--- src/hw/rtl/mmbd_pkg.sv ---
package mmbd_pkg;

  // Field widths of the sample and point beats.
  localparam int TIME_W     = 48;
  localparam int VALUE_W    = 32;
  localparam int WIDTH_W    = 32;
  localparam int COUNT_W    = 15;
  localparam int SEQ_W      = 32;
  // Wide enough for the largest supported bucket index.
  localparam int BUCKET_W   = 16;
  localparam int CFG_IDX_W  = 3;
  localparam int CFG_DATA_W = 48;

  // Configuration register indexes.
  localparam logic [CFG_IDX_W-1:0] REG_PASS_THROUGH = 3'd0;
  localparam logic [CFG_IDX_W-1:0] REG_SERIES_START = 3'd1;
  localparam logic [CFG_IDX_W-1:0] REG_BUCKET_WIDTH = 3'd2;
  localparam logic [CFG_IDX_W-1:0] REG_BUCKET_COUNT = 3'd3;
  localparam logic [CFG_IDX_W-1:0] REG_TIME_OFFSET  = 3'd4;

  // Reset values of the registers that do not reset to zero.
  localparam logic [WIDTH_W-1:0] RST_BUCKET_WIDTH = 32'd1;
  localparam logic [COUNT_W-1:0] RST_BUCKET_COUNT = 15'd12500;

  typedef struct packed {
    logic [TIME_W-1:0]         sample_time;
    logic signed [VALUE_W-1:0] sample_value;
    logic                      final_sample;
  } sample_t;

  typedef struct packed {
    logic [TIME_W-1:0]         point_time;
    logic signed [VALUE_W-1:0] point_value;
    logic                      run_end;
  } point_t;

  typedef struct packed {
    logic                pass_through;
    logic [TIME_W-1:0]   series_start;
    logic [WIDTH_W-1:0]  bucket_width;
    logic [COUNT_W-1:0]  bucket_count;
    logic [TIME_W-1:0]   time_offset;
  } cfg_t;

  // Classified sample handed from the front to the back.
  typedef struct packed {
    logic                      pass;
    logic                      fin;
    logic [BUCKET_W-1:0]       bucket;
    logic [TIME_W-1:0]         t;
    logic signed [VALUE_W-1:0] v;
  } cmd_t;

endpackage

--- src/hw/rtl/min_max_bucket_decimator.sv ---
// Min/max bucket decimator: thins a time-ordered stream of samples for display.
// Samples arrive as beats on the input queue port (in_push, in_full, in_item).
// Points leave through the output queue port (out_empty, out_pop, out_item);
// the oldest point sits on out_item while out_empty is low. The plain write
// port cfg_we/cfg_index/cfg_data sets the registers and must only be used
// while the block is idle.
// A sample outside pass-through mode walks the front through DIFF, CHK, DIV
// and CLAMP to PUSH; DIV is skipped when the quotient is too large for an
// index and is clamped at once. The index comes from a restoring divider
// that yields one quotient bit per cycle, one step per index bit. A pass-through
// sample goes from IDLE straight to PUSH in the front.
// The back takes a sample that only updates the open bucket through EXEC
// and UPD; each flush adds SORT, MARK and one EMIT step per pick slot. A
// pass-through point is written from EXEC; on a bucket change the first
// point comes from EMIT, and a final sample passes through UPD first.
// A four-entry queue sits between front and back and an eight-entry queue
// holds finished points, so a stalled receiver only holds up the input once
// both queues are full. Reset empties both queues, forgets the open bucket
// and restores the register defaults; no clearing pass is needed.
module min_max_bucket_decimator #(
  parameter int MAX_BUCKETS = 16384
) (
  input  logic                                clk,
  input  logic                                rst_n,
  input  logic                                in_push,
  output logic                                in_full,
  input  mmbd_pkg::sample_t                   in_item,
  output logic                                out_empty,
  input  logic                                out_pop,
  output mmbd_pkg::point_t                    out_item,
  input  logic                                cfg_we,
  input  logic [mmbd_pkg::CFG_IDX_W-1:0]      cfg_index,
  input  logic [mmbd_pkg::CFG_DATA_W-1:0]     cfg_data
);

  import mmbd_pkg::*;

  localparam int CMD_DEPTH = 4;
  localparam int OUT_DEPTH = 8;

  cfg_t   cfg_r;
  logic   cmd_wr;
  cmd_t   cmd_wdata;
  logic   cmd_full;
  logic   cmd_pop;
  cmd_t   cmd_rdata;
  logic   cmd_empty;
  logic   out_wr;
  point_t out_wdata;
  logic   out_full;

  // Register file: each write lands at the clock edge, unknown indexes are
  // dropped.
  always_ff @(posedge clk) begin
    if (!rst_n) begin
      cfg_r.pass_through <= 1'b0;
      cfg_r.series_start <= '0;
      cfg_r.bucket_width <= RST_BUCKET_WIDTH;
      cfg_r.bucket_count <= RST_BUCKET_COUNT;
      cfg_r.time_offset  <= '0;
    end else if (cfg_we) begin
      case (cfg_index)
        REG_PASS_THROUGH: cfg_r.pass_through <= cfg_data[0];
        REG_SERIES_START: cfg_r.series_start <= cfg_data[TIME_W-1:0];
        REG_BUCKET_WIDTH: cfg_r.bucket_width <= cfg_data[WIDTH_W-1:0];
        REG_BUCKET_COUNT: cfg_r.bucket_count <= cfg_data[COUNT_W-1:0];
        REG_TIME_OFFSET:  cfg_r.time_offset  <= cfg_data[TIME_W-1:0];
        default: begin
          cfg_r <= cfg_r;
        end
      endcase
    end
  end

  // Front: takes each beat and works out its bucket.
  mmbd_front #(
    .MAX_BUCKETS(MAX_BUCKETS)
  ) u_front (
    .clk      (clk),
    .rst_n    (rst_n),
    .cfg      (cfg_r),
    .in_push  (in_push),
    .in_full  (in_full),
    .in_item  (in_item),
    .cmd_wr   (cmd_wr),
    .cmd_data (cmd_wdata),
    .cmd_full (cmd_full)
  );

  mmbd_fifo #(
    .WIDTH($bits(cmd_t)),
    .DEPTH(CMD_DEPTH)
  ) u_cmd_q (
    .clk     (clk),
    .rst_n   (rst_n),
    .wr_en   (cmd_wr),
    .wr_data (cmd_wdata),
    .full    (cmd_full),
    .rd_en   (cmd_pop),
    .rd_data (cmd_rdata),
    .empty   (cmd_empty)
  );

  // Back: keeps the picks of the open bucket and flushes them as points.
  mmbd_back u_back (
    .clk       (clk),
    .rst_n     (rst_n),
    .cfg       (cfg_r),
    .cmd_empty (cmd_empty),
    .cmd_pop   (cmd_pop),
    .cmd_data  (cmd_rdata),
    .out_full  (out_full),
    .out_wr    (out_wr),
    .out_data  (out_wdata)
  );

  mmbd_fifo #(
    .WIDTH($bits(point_t)),
    .DEPTH(OUT_DEPTH)
  ) u_out_q (
    .clk     (clk),
    .rst_n   (rst_n),
    .wr_en   (out_wr),
    .wr_data (out_wdata),
    .full    (out_full),
    .rd_en   (out_pop),
    .rd_data (out_item),
    .empty   (out_empty)
  );

endmodule

--- src/hw/rtl/mmbd_fifo.sv ---
module mmbd_fifo #(
  parameter int WIDTH = 8,
  parameter int DEPTH = 4
) (
  input  logic             clk,
  input  logic             rst_n,
  input  logic             wr_en,
  input  logic [WIDTH-1:0] wr_data,
  output logic             full,
  input  logic             rd_en,
  output logic [WIDTH-1:0] rd_data,
  output logic             empty
);

  localparam int AW = (DEPTH > 1) ? $clog2(DEPTH) : 1;

  logic [WIDTH-1:0] mem_r [DEPTH];
  logic [AW-1:0]    wr_ptr_r;
  logic [AW-1:0]    rd_ptr_r;
  logic [AW:0]      count_r;
  logic             do_wr;
  logic             do_rd;

  assign full    = (count_r == (AW+1)'(DEPTH));
  assign empty   = (count_r == '0);
  assign do_wr   = wr_en && !full;
  assign do_rd   = rd_en && !empty;
  assign rd_data = mem_r[rd_ptr_r];

  always_ff @(posedge clk) begin
    if (!rst_n) begin
      wr_ptr_r <= '0;
      rd_ptr_r <= '0;
      count_r  <= '0;
    end else begin
      if (do_wr) begin
        wr_ptr_r <= (wr_ptr_r == AW'(DEPTH - 1)) ? '0 : wr_ptr_r + 1'b1;
      end
      if (do_rd) begin
        rd_ptr_r <= (rd_ptr_r == AW'(DEPTH - 1)) ? '0 : rd_ptr_r + 1'b1;
      end
      if (do_wr && !do_rd) begin
        count_r <= count_r + 1'b1;
      end else if (do_rd && !do_wr) begin
        count_r <= count_r - 1'b1;
      end
    end
  end

  always_ff @(posedge clk) begin
    if (do_wr) begin
      mem_r[wr_ptr_r] <= wr_data;
    end
  end

endmodule

--- src/hw/rtl/mmbd_front.sv ---
module mmbd_front #(
  parameter int MAX_BUCKETS = 16384
) (
  input  logic             clk,
  input  logic             rst_n,
  input  mmbd_pkg::cfg_t    cfg,
  input  logic             in_push,
  output logic             in_full,
  input  mmbd_pkg::sample_t in_item,
  output logic             cmd_wr,
  output mmbd_pkg::cmd_t    cmd_data,
  input  logic             cmd_full
);

  import mmbd_pkg::*;

  localparam int QB     = (MAX_BUCKETS > 1) ? $clog2(MAX_BUCKETS) : 1;
  localparam int STEP_W = (QB > 1) ? $clog2(QB) : 1;
  localparam int DW     = (TIME_W > WIDTH_W + QB) ? TIME_W : WIDTH_W + QB;

  typedef enum logic [2:0] {
    F_IDLE, F_DIFF, F_CHK, F_DIV, F_CLAMP, F_PUSH
  } fstate_t;

  fstate_t            state_r;
  sample_t            item_r;
  logic               pass_r;
  logic [TIME_W-1:0]  diff_r;
  logic [WIDTH_W-1:0] w_r;
  logic [WIDTH_W-1:0] rem_r;
  logic [QB-1:0]      low_r;
  logic [QB-1:0]      q_r;
  logic [STEP_W-1:0]  step_r;
  logic [QB-1:0]      idx_r;

  logic [TIME_W:0]    sub;
  logic               ovf;
  logic [WIDTH_W:0]   trial;
  logic               fits;
  logic [WIDTH_W-1:0] rem_new;
  logic [31:0]        cnt_c;
  logic [31:0]        lim32;
  logic [QB-1:0]      lim;

  assign sub     = {1'b0, item_r.sample_time} - {1'b0, cfg.series_start};
  assign ovf     = DW'(diff_r) >= DW'({w_r, {QB{1'b0}}});
  assign trial   = {rem_r, low_r[QB-1]};
  assign fits    = trial >= {1'b0, w_r};
  assign rem_new = WIDTH_W'(trial - {1'b0, w_r});

  // Effective bucket count: zero counts as one, capped at capacity.
  always_comb begin
    cnt_c = 32'(cfg.bucket_count);
    if (cnt_c == '0) begin
      cnt_c = 32'd1;
    end
    if (cnt_c > 32'(MAX_BUCKETS)) begin
      cnt_c = 32'(MAX_BUCKETS);
    end
    lim32 = cnt_c - 32'd1;
    lim   = lim32[QB-1:0];
  end

  assign in_full         = (state_r != F_IDLE);
  assign cmd_wr          = (state_r == F_PUSH) && !cmd_full;
  assign cmd_data.pass   = pass_r;
  assign cmd_data.fin    = item_r.final_sample;
  assign cmd_data.bucket = BUCKET_W'(idx_r);
  assign cmd_data.t      = item_r.sample_time;
  assign cmd_data.v      = item_r.sample_value;

  always_ff @(posedge clk) begin
    if (!rst_n) begin
      state_r <= F_IDLE;
    end else begin
      case (state_r)
        F_IDLE: begin
          if (in_push) begin
            item_r <= in_item;
            pass_r <= cfg.pass_through;
            idx_r  <= '0;
            state_r <= cfg.pass_through ? F_PUSH : F_DIFF;
          end
        end
        F_DIFF: begin
          // A sample before the series start lands in bucket zero.
          diff_r  <= sub[TIME_W] ? '0 : sub[TIME_W-1:0];
          w_r     <= (cfg.bucket_width == '0) ? WIDTH_W'(1) : cfg.bucket_width;
          state_r <= F_CHK;
        end
        F_CHK: begin
          if (ovf) begin
            q_r     <= '1;
            state_r <= F_CLAMP;
          end else begin
            rem_r   <= WIDTH_W'(diff_r >> QB);
            low_r   <= diff_r[QB-1:0];
            step_r  <= '0;
            state_r <= F_DIV;
          end
        end
        F_DIV: begin
          rem_r <= fits ? rem_new : trial[WIDTH_W-1:0];
          q_r   <= QB'({q_r, fits});
          low_r <= QB'({low_r, 1'b0});
          if (step_r == STEP_W'(QB - 1)) begin
            state_r <= F_CLAMP;
          end else begin
            step_r <= step_r + 1'b1;
          end
        end
        F_CLAMP: begin
          idx_r   <= (q_r > lim) ? lim : q_r;
          state_r <= F_PUSH;
        end
        F_PUSH: begin
          if (!cmd_full) begin
            state_r <= F_IDLE;
          end
        end
        default: begin
          state_r <= F_IDLE;
        end
      endcase
    end
  end

endmodule

--- src/hw/rtl/mmbd_back.sv ---
module mmbd_back (
  input  logic           clk,
  input  logic           rst_n,
  input  mmbd_pkg::cfg_t  cfg,
  input  logic           cmd_empty,
  output logic           cmd_pop,
  input  mmbd_pkg::cmd_t  cmd_data,
  input  logic           out_full,
  output logic           out_wr,
  output mmbd_pkg::point_t out_data
);

  import mmbd_pkg::*;

  typedef struct packed {
    logic [TIME_W-1:0]         t;
    logic signed [VALUE_W-1:0] v;
    logic [SEQ_W-1:0]          seq;
  } pick_t;

  typedef enum logic [2:0] {
    B_IDLE, B_EXEC, B_SORT, B_MARK, B_EMIT, B_UPD
  } bstate_t;

  // Pick slots: first, minimum, maximum, latest.
  localparam int P_FIRST  = 0;
  localparam int P_LOW    = 1;
  localparam int P_HIGH   = 2;
  localparam int P_LATEST = 3;

  bstate_t             state_r;
  cmd_t                cur_r;
  pick_t               pick_r [4];
  pick_t               srt_r [4];
  logic [3:0]          keep_r;
  logic [1:0]          lastk_r;
  logic [1:0]          pos_r;
  logic                used_r;
  logic [BUCKET_W-1:0] open_r;
  logic [SEQ_W-1:0]    seq_r;
  logic                end_flush_r;
  logic                fin_flush_r;

  logic [SEQ_W-1:0]    rel [4];
  logic [1:0]          rank [4];
  pick_t               srt_nxt [4];
  logic [3:0]          keep_nxt;
  logic [1:0]          lastk_nxt;
  pick_t               s_new;
  logic                emit_go;
  pick_t               emit_p;

  function automatic point_t make_point(input logic [TIME_W-1:0] t,
                                        input logic signed [VALUE_W-1:0] v,
                                        input logic re,
                                        input logic [TIME_W-1:0] off);
    point_t p;
    p.point_time  = (t > off) ? t - off : '0;
    p.point_value = v;
    p.run_end     = re;
    return p;
  endfunction

  // Stable sort of the four picks by arrival order relative to the first.
  always_comb begin
    for (int i = 0; i < 4; i++) begin
      rel[i] = pick_r[i].seq - pick_r[P_FIRST].seq;
    end
    for (int i = 0; i < 4; i++) begin
      rank[i] = '0;
      for (int j = 0; j < 4; j++) begin
        if (j != i) begin
          if (rel[j] < rel[i] || (rel[j] == rel[i] && j < i)) begin
            rank[i] = rank[i] + 2'd1;
          end
        end
      end
    end
    for (int k = 0; k < 4; k++) begin
      srt_nxt[k] = pick_r[P_FIRST];
      for (int i = 0; i < 4; i++) begin
        if (rank[i] == 2'(k)) begin
          srt_nxt[k] = pick_r[i];
        end
      end
    end
  end

  // Repeated picks sit next to each other once sorted.
  always_comb begin
    keep_nxt[0] = 1'b1;
    for (int k = 1; k < 4; k++) begin
      keep_nxt[k] = (srt_r[k].seq != srt_r[k-1].seq);
    end
    lastk_nxt = '0;
    for (int k = 0; k < 4; k++) begin
      if (keep_nxt[k]) begin
        lastk_nxt = 2'(k);
      end
    end
  end

  assign s_new.t   = cur_r.t;
  assign s_new.v   = cur_r.v;
  assign s_new.seq = seq_r;

  assign emit_p  = srt_r[pos_r];
  assign emit_go = !keep_r[pos_r] || !out_full;
  assign cmd_pop = (state_r == B_IDLE) && !cmd_empty;

  always_comb begin
    out_wr   = 1'b0;
    out_data = make_point(cur_r.t, cur_r.v, 1'b1, cfg.time_offset);
    case (state_r)
      B_EXEC: begin
        out_wr = cur_r.pass && !out_full;
      end
      B_EMIT: begin
        out_wr   = keep_r[pos_r] && !out_full;
        out_data = make_point(emit_p.t, emit_p.v,
                              end_flush_r && (pos_r == lastk_r), cfg.time_offset);
      end
      default: begin
        out_wr = 1'b0;
      end
    endcase
  end

  always_ff @(posedge clk) begin
    if (!rst_n) begin
      state_r <= B_IDLE;
      used_r  <= 1'b0;
      open_r  <= '0;
      seq_r   <= '0;
    end else begin
      case (state_r)
        B_IDLE: begin
          if (!cmd_empty) begin
            cur_r   <= cmd_data;
            state_r <= B_EXEC;
          end
        end
        B_EXEC: begin
          if (cur_r.pass) begin
            if (!out_full) begin
              state_r <= B_IDLE;
            end
          end else if (used_r && cur_r.bucket != open_r) begin
            // Bucket change: the close is the last flush unless a final follows.
            end_flush_r <= !cur_r.fin;
            fin_flush_r <= 1'b0;
            state_r     <= B_SORT;
          end else begin
            state_r <= B_UPD;
          end
        end
        B_SORT: begin
          for (int k = 0; k < 4; k++) begin
            srt_r[k] <= srt_nxt[k];
          end
          state_r <= B_MARK;
        end
        B_MARK: begin
          keep_r  <= keep_nxt;
          lastk_r <= lastk_nxt;
          pos_r   <= '0;
          state_r <= B_EMIT;
        end
        B_EMIT: begin
          if (emit_go) begin
            if (pos_r == 2'd3) begin
              used_r <= 1'b0;
              if (fin_flush_r) begin
                open_r  <= '0;
                seq_r   <= '0;
                state_r <= B_IDLE;
              end else begin
                state_r <= B_UPD;
              end
            end else begin
              pos_r <= pos_r + 2'd1;
            end
          end
        end
        B_UPD: begin
          seq_r <= seq_r + 1'b1;
          if (used_r) begin
            if (cur_r.v < pick_r[P_LOW].v) begin
              pick_r[P_LOW] <= s_new;
            end
            if (cur_r.v > pick_r[P_HIGH].v) begin
              pick_r[P_HIGH] <= s_new;
            end
            pick_r[P_LATEST] <= s_new;
          end else begin
            for (int i = 0; i < 4; i++) begin
              pick_r[i] <= s_new;
            end
            open_r <= cur_r.bucket;
            used_r <= 1'b1;
          end
          if (cur_r.fin) begin
            end_flush_r <= 1'b1;
            fin_flush_r <= 1'b1;
            state_r     <= B_SORT;
          end else begin
            state_r <= B_IDLE;
          end
        end
        default: begin
          state_r <= B_IDLE;
        end
      endcase
    end
  end

endmodule

--- config.mk ---
export PLATFORM = sky130hd
export DESIGN_NAME = min_max_bucket_decimator
export DESIGN_NICKNAME = d
export VERILOG_FILES = /design/src/hw/rtl/mmbd_pkg.sv /design/src/hw/rtl/min_max_bucket_decimator.sv /design/src/hw/rtl/mmbd_fifo.sv /design/src/hw/rtl/mmbd_front.sv /design/src/hw/rtl/mmbd_back.sv
export SDC_FILE = /design/constraint.sdc
export NUM_CORES = 2
export LEC_CHECK = 0
export BUFFER_PORTS_ARGS = -buffer_cell sky130_fd_sc_hd__buf_2
export CORE_ASPECT_RATIO = 1.75
export CORE_MARGIN = 2
export CORE_UTILIZATION = 40
export DETAILED_ROUTE_END_ITERATION = 10
export GPL_TIMING_DRIVEN = 1
export PLACE_DENSITY = 0.6
export SLEW_MARGIN = 20
export SYNTH_ARGS = -nofsm -noshare
export SYNTH_HDL_FRONTEND = slang
export SYNTH_HIERARCHICAL = 1
export SYNTH_SLANG_ARGS = --single-unit
--- constraint.sdc ---
create_clock -name clk -period 34.9 [get_ports clk]
set_clock_uncertainty 0.05 [all_clocks]
set_input_delay 10.47 -clock clk [delete_from_list [all_inputs] [get_ports clk]]
set_output_delay 10.47 -clock clk [all_outputs]
set_load 0.03 [all_outputs]
==> metrics.md <==
| Metric | Value |
|---|---|
| Status | `finished, final reports clean` |
| Number of H-tree levels | `4` |
| Final net count | `10500` |
| DRC violations left | `0` |
| TritonCTS clock tree | `done` |
| Slowest cell on crit path | `sky130_fd_sc_hd__buf_4` |
| Final count of pins violating max slew | `0` |
| Register bit total from synthesis | `2506` |
| Vertical die dimension | `740.0 µm` |
| Max clock buf depth | `4` |
| Io pins | `220` |
| Post-synthesis to final-layout area growth | `10.98%` |
| Via density per instance | `5.741` |
| Core outline area | `308400 µm²` |
| Dominant cell by count in the synthesized netlist | `sky130_fd_sc_hd__edfxtp_1` |
| Startpoint of the lowest-slack hold path | `cfg_r[81]` |
| Proportion of synthesized flip-flops having asynchronous set or reset | `0` |
| Dominant synthesized flop cell | `sky130_fd_sc_hd__edfxtp_1` |
| Cell depth of the worst flop-to-flop path | `25` |
| Peak Freq | `0.06250 GHz` |
| Sum of net half-perimeters after detailed placement | `260.3 mm` |
| Num rows | `270` |
| Die outline area | `314200 µm²` |
| Number of buffers inserted to repair setup after CTS | `0` |
| Required arrival time at the worst endpoint | `24.38 ns` |
| Synth unique cells | `116` |
| Weighted congestion reported at the end of routability-driven placement | `0.9687` |
| Slew of the pin with the lowest slew margin | `1.290 ns` |
| Power density relative to cell area | `49.39 nW/µm²` |
| Number of maximum-capacitance violations | `0` |
| Average instance area after synthesis | `12.64 µm²` |
| Starting Density | `0.4015` |
| Die Span X | `424.6 µm` |
| Post-cts hold buffer count | `0` |
| Endpoint of the worst hold-timing path | `u_front/w_r[18]` |
| Length of the first detailed-routing pass in iterations | `6` |
| Number of nets with antenna violations after routing | `0` |
| Worst path arrival time | `5.48 ns` |
| Pin count of the biggest net entering global routing | `185` |
| Clock transition at path regs | `0.07 ns` |
| Hold WS | `0.4081 ns` |
| Number of enable flip-flop cells after synthesis | `2283` |
| Post-detailed-routing wire length | `373.5 mm` |
| First-pass GRT wire length | `541.3 mm` |
| Number of clock buffers inserted by TritonCTS | `235` |
| Reg2reg setup slack | `24.20 ns` |
| Final global-route overflow total | `0` |
| Vias in the first global route | `82960` |
| Final-layout setup total negative slack | `0 ns` |
| Total number of yosys warnings | `6` |
| Largest area contributor in the synthesized netlist | `sky130_fd_sc_hd__edfxtp_1` |
| RSZ-0062 raised after global routing | `false` |
| Series of cell instances along the critical path | `buf_4 > buf_4 > buf_4 > mux4_2 > mux2_4 > buf_2` |
| Synth top cells by count | `sky130_fd_sc_hd__edfxtp_1 (2283), sky130_fd_sc_hd__nand2_1 (1132), sky130_fd_sc_hd__o21ai_0 (758)` |
| Period minus WS final | `16.00 ns` |
| Number of design-rule violations left by the first detailed-router iteration | `6602` |
| Final number of hold-violating endpoints | `0` |
| Crit path largest cell delay | `0.86 ns` |
| Number of sinks handled by clock tree synthesis | `2506` |
| Hold-critical path depth | `0` |
| Sequential-to-total area share from yosys stat | `0.5897` |
| Routed wirelength normalized by instance count | `26.40 µm` |
| Global-route usage over all layers | `0.2328` |
| Synth top area cells | `sky130_fd_sc_hd__edfxtp_1 (55%), sky130_fd_sc_hd__mux4_2 (6.2%), sky130_fd_sc_hd__ha_1 (5.0%)` |
| Post-cts repair resize count | `0` |
| Clock latency reported for the late side of the worst-skew pair | `0.97 ns` |
| Initial antenna violation count | `16` |
| Reg2reg start | `u_back/pick_r[1][0]` |
| Setup violation total in the final timing report | `0` |
| Relative slew slack | `0.1402` |
| Synth Instances | `9799` |
| Worst voltage drop across the vdd grid | `0.00004265 V` |
| Critical path class | `reg -> out` |
| Clock root buffer | `sky130_fd_sc_hd__clkbuf_16` |
| Static leakage power | `0.04823 µW` |
| Worst hold path class | `reg -> reg` |
| Mapped cell area | `123800 µm²` |
| Element type at the critical path end | `output port` |
| Startpoint kind of the worst setup timing path | `flip-flop` |
| R2r endpoint | `u_back/srt_r[0][80]` |
| Dominant cell type by count on the critical path | `sky130_fd_sc_hd__buf_4` |
| Filler cell count in the final layout | `27570` |
| Worst-path fanout max | `46` |
| Share of layout cells above drive strength 1 | `0.1254` |
| Area fraction of the dominant cell type after synthesis | `0.5536` |
| Via Count | `81240` |
| Total of buffers placed on input and output ports | `219` |
| Period utilization | `0.4584` |
layout make-up:
type,count,area (µm²),area share
Timing Repair Buffer,354,2293,0.01669
Inverter,360,1356,0.009870
Multi-Input combinational cell,6405,47550,0.3460
Clock inverter,129,1546,0.01125
Clock buffer,305,6499,0.04729
Sequential cell,2506,73050,0.5315
Antenna cell,12,30.03,0.0002185
Tap cell,4080,5105,0.03715
where the power goes:
group	total (µW)	internal, µW	leakage, µW	switching [µW]
registers	3370	3320	0.0227	48.0
clock network	2690	1520	0.00389	1170
logic	725	286	0.0216	439
total	6790	5130	0.0482	1660
per-stage QoR:
step                      worst slack [ns]  area, µm²  total power (µW)    util  instances
after detailed placement             19.72     129300              4168  0.4191      13700
after global placement               19.77     129200              4154  0.4191      13700
after global routing                 18.36     137400              7000  0.4455      14150
final                                18.90     137400              6788  0.4455      14150
after CTS                            18.67     137300              6851  0.4452      14140
after floorplan                      13.30     123800              3938       -       9800
state kept, by name, summed over array words and instances, names as in the netlist, 4 cells and up, named ones only:
name and count:
cfg_r 144, u_front/idx_r 14, u_back/cur_r 98, u_back/pick_r 448, u_back/open_r 16, u_front/cmd_data 81, u_front/low_r 14, u_back/srt_r 448
u_back/seq_r 32, u_out_q/count_r 4, u_front/w_r 32, u_front/rem_r 32, u_out_q/mem_r 648, u_front/q_r 14, u_cmd_q/mem_r 392, u_front/step_r 4
u_front/diff_r 48
cells by family after synthesis:
kind of cell               share of synthesized area
adders and majority gates                    0.05163
AOI/OAI and AO/OA                            0.09717
xor gates and xnor gates                     0.02794
and+or+nand+nor                              0.09000
muxes                                         0.1136
DFF                                           0.5897
buffers and inverters                        0.02990
other                                     0.00003028
worst max-delay path by stage:
| stage | from | to | slack, ns |
|---|---|---|---|
| after global placement | flip-flop | out_item[67] | 19.77 |
| after floorplan | rst_n | u_back/srt_r[0][0] | 13.30 |
| after detailed placement | flip-flop | out_item[22] | 19.72 |
| after global routing | flip-flop | out_item[68] | 18.36 |
| after CTS | flip-flop | out_item[22] | 18.67 |
| final | flip-flop | out_item[68] | 18.90 |
cells in the final DEF, fill, tap and decap left out, types with 22 or more instances in the layout:
master,instances
sky130_fd_sc_hd__clkinv_1,22
sky130_fd_sc_hd__nor4_1,38
sky130_fd_sc_hd__a21oi_1,654
sky130_fd_sc_hd__nand4_1,96
sky130_fd_sc_hd__o211ai_1,52
sky130_fd_sc_hd__mux2i_1,516
sky130_fd_sc_hd__xnor2_1,237
sky130_fd_sc_hd__o21ai_0,755
sky130_fd_sc_hd__nand2b_1,59
sky130_fd_sc_hd__a211oi_1,33
sky130_fd_sc_hd__inv_1,358
sky130_fd_sc_hd__clkbuf_16,246
sky130_fd_sc_hd__dfxtp_1,216
sky130_fd_sc_hd__and3_1,38
sky130_fd_sc_hd__buf_4,121
sky130_fd_sc_hd__a21boi_0,27
sky130_fd_sc_hd__o21a_1,39
sky130_fd_sc_hd__nor2_1,583
sky130_fd_sc_hd__bufinv_16,26
sky130_fd_sc_hd__nand3_1,269
sky130_fd_sc_hd__nor2b_1,99
sky130_fd_sc_hd__mux4_2,339
sky130_fd_sc_hd__ha_1,487
sky130_fd_sc_hd__mux2_4,80
sky130_fd_sc_hd__xor2_1,158
sky130_fd_sc_hd__and2_1,27
sky130_fd_sc_hd__o21bai_1,45
sky130_fd_sc_hd__or3_1,23
sky130_fd_sc_hd__buf_2,218
sky130_fd_sc_hd__a21o_1,173
sky130_fd_sc_hd__nand2_1,1129
sky130_fd_sc_hd__nor3_1,66
sky130_fd_sc_hd__clkinv_2,30
sky130_fd_sc_hd__clkbuf_1,46
sky130_fd_sc_hd__a31oi_1,31
sky130_fd_sc_hd__o22ai_1,33
sky130_fd_sc_hd__edfxtp_1,2283
metal layers:
| metal | GRT usage | share of wire | vias up |
|---|---|---|---|
| met3 | 0.02649 | 0.048 | 962 |
| met2 | 0.4277 | 0.52 | 2891 |
| met5 | 0 | 0 | - |
| li1 | - | - | 36740 |
| met4 | 0.1534 | 0.077 | 0 |
| met1 | 0.2495 | 0.35 | 40650 |
worst max-delay path, delay by kind of cell, from the launching register on:
| kind | cells | cell delay (ns) |
|---|---|---|
| flip-flops | 1 | 0.78 |
| buffers and inverters | 4 | 2.62 |
| multiplexers | 2 | 0.90 |
Power figures use the tool's default switching activity.
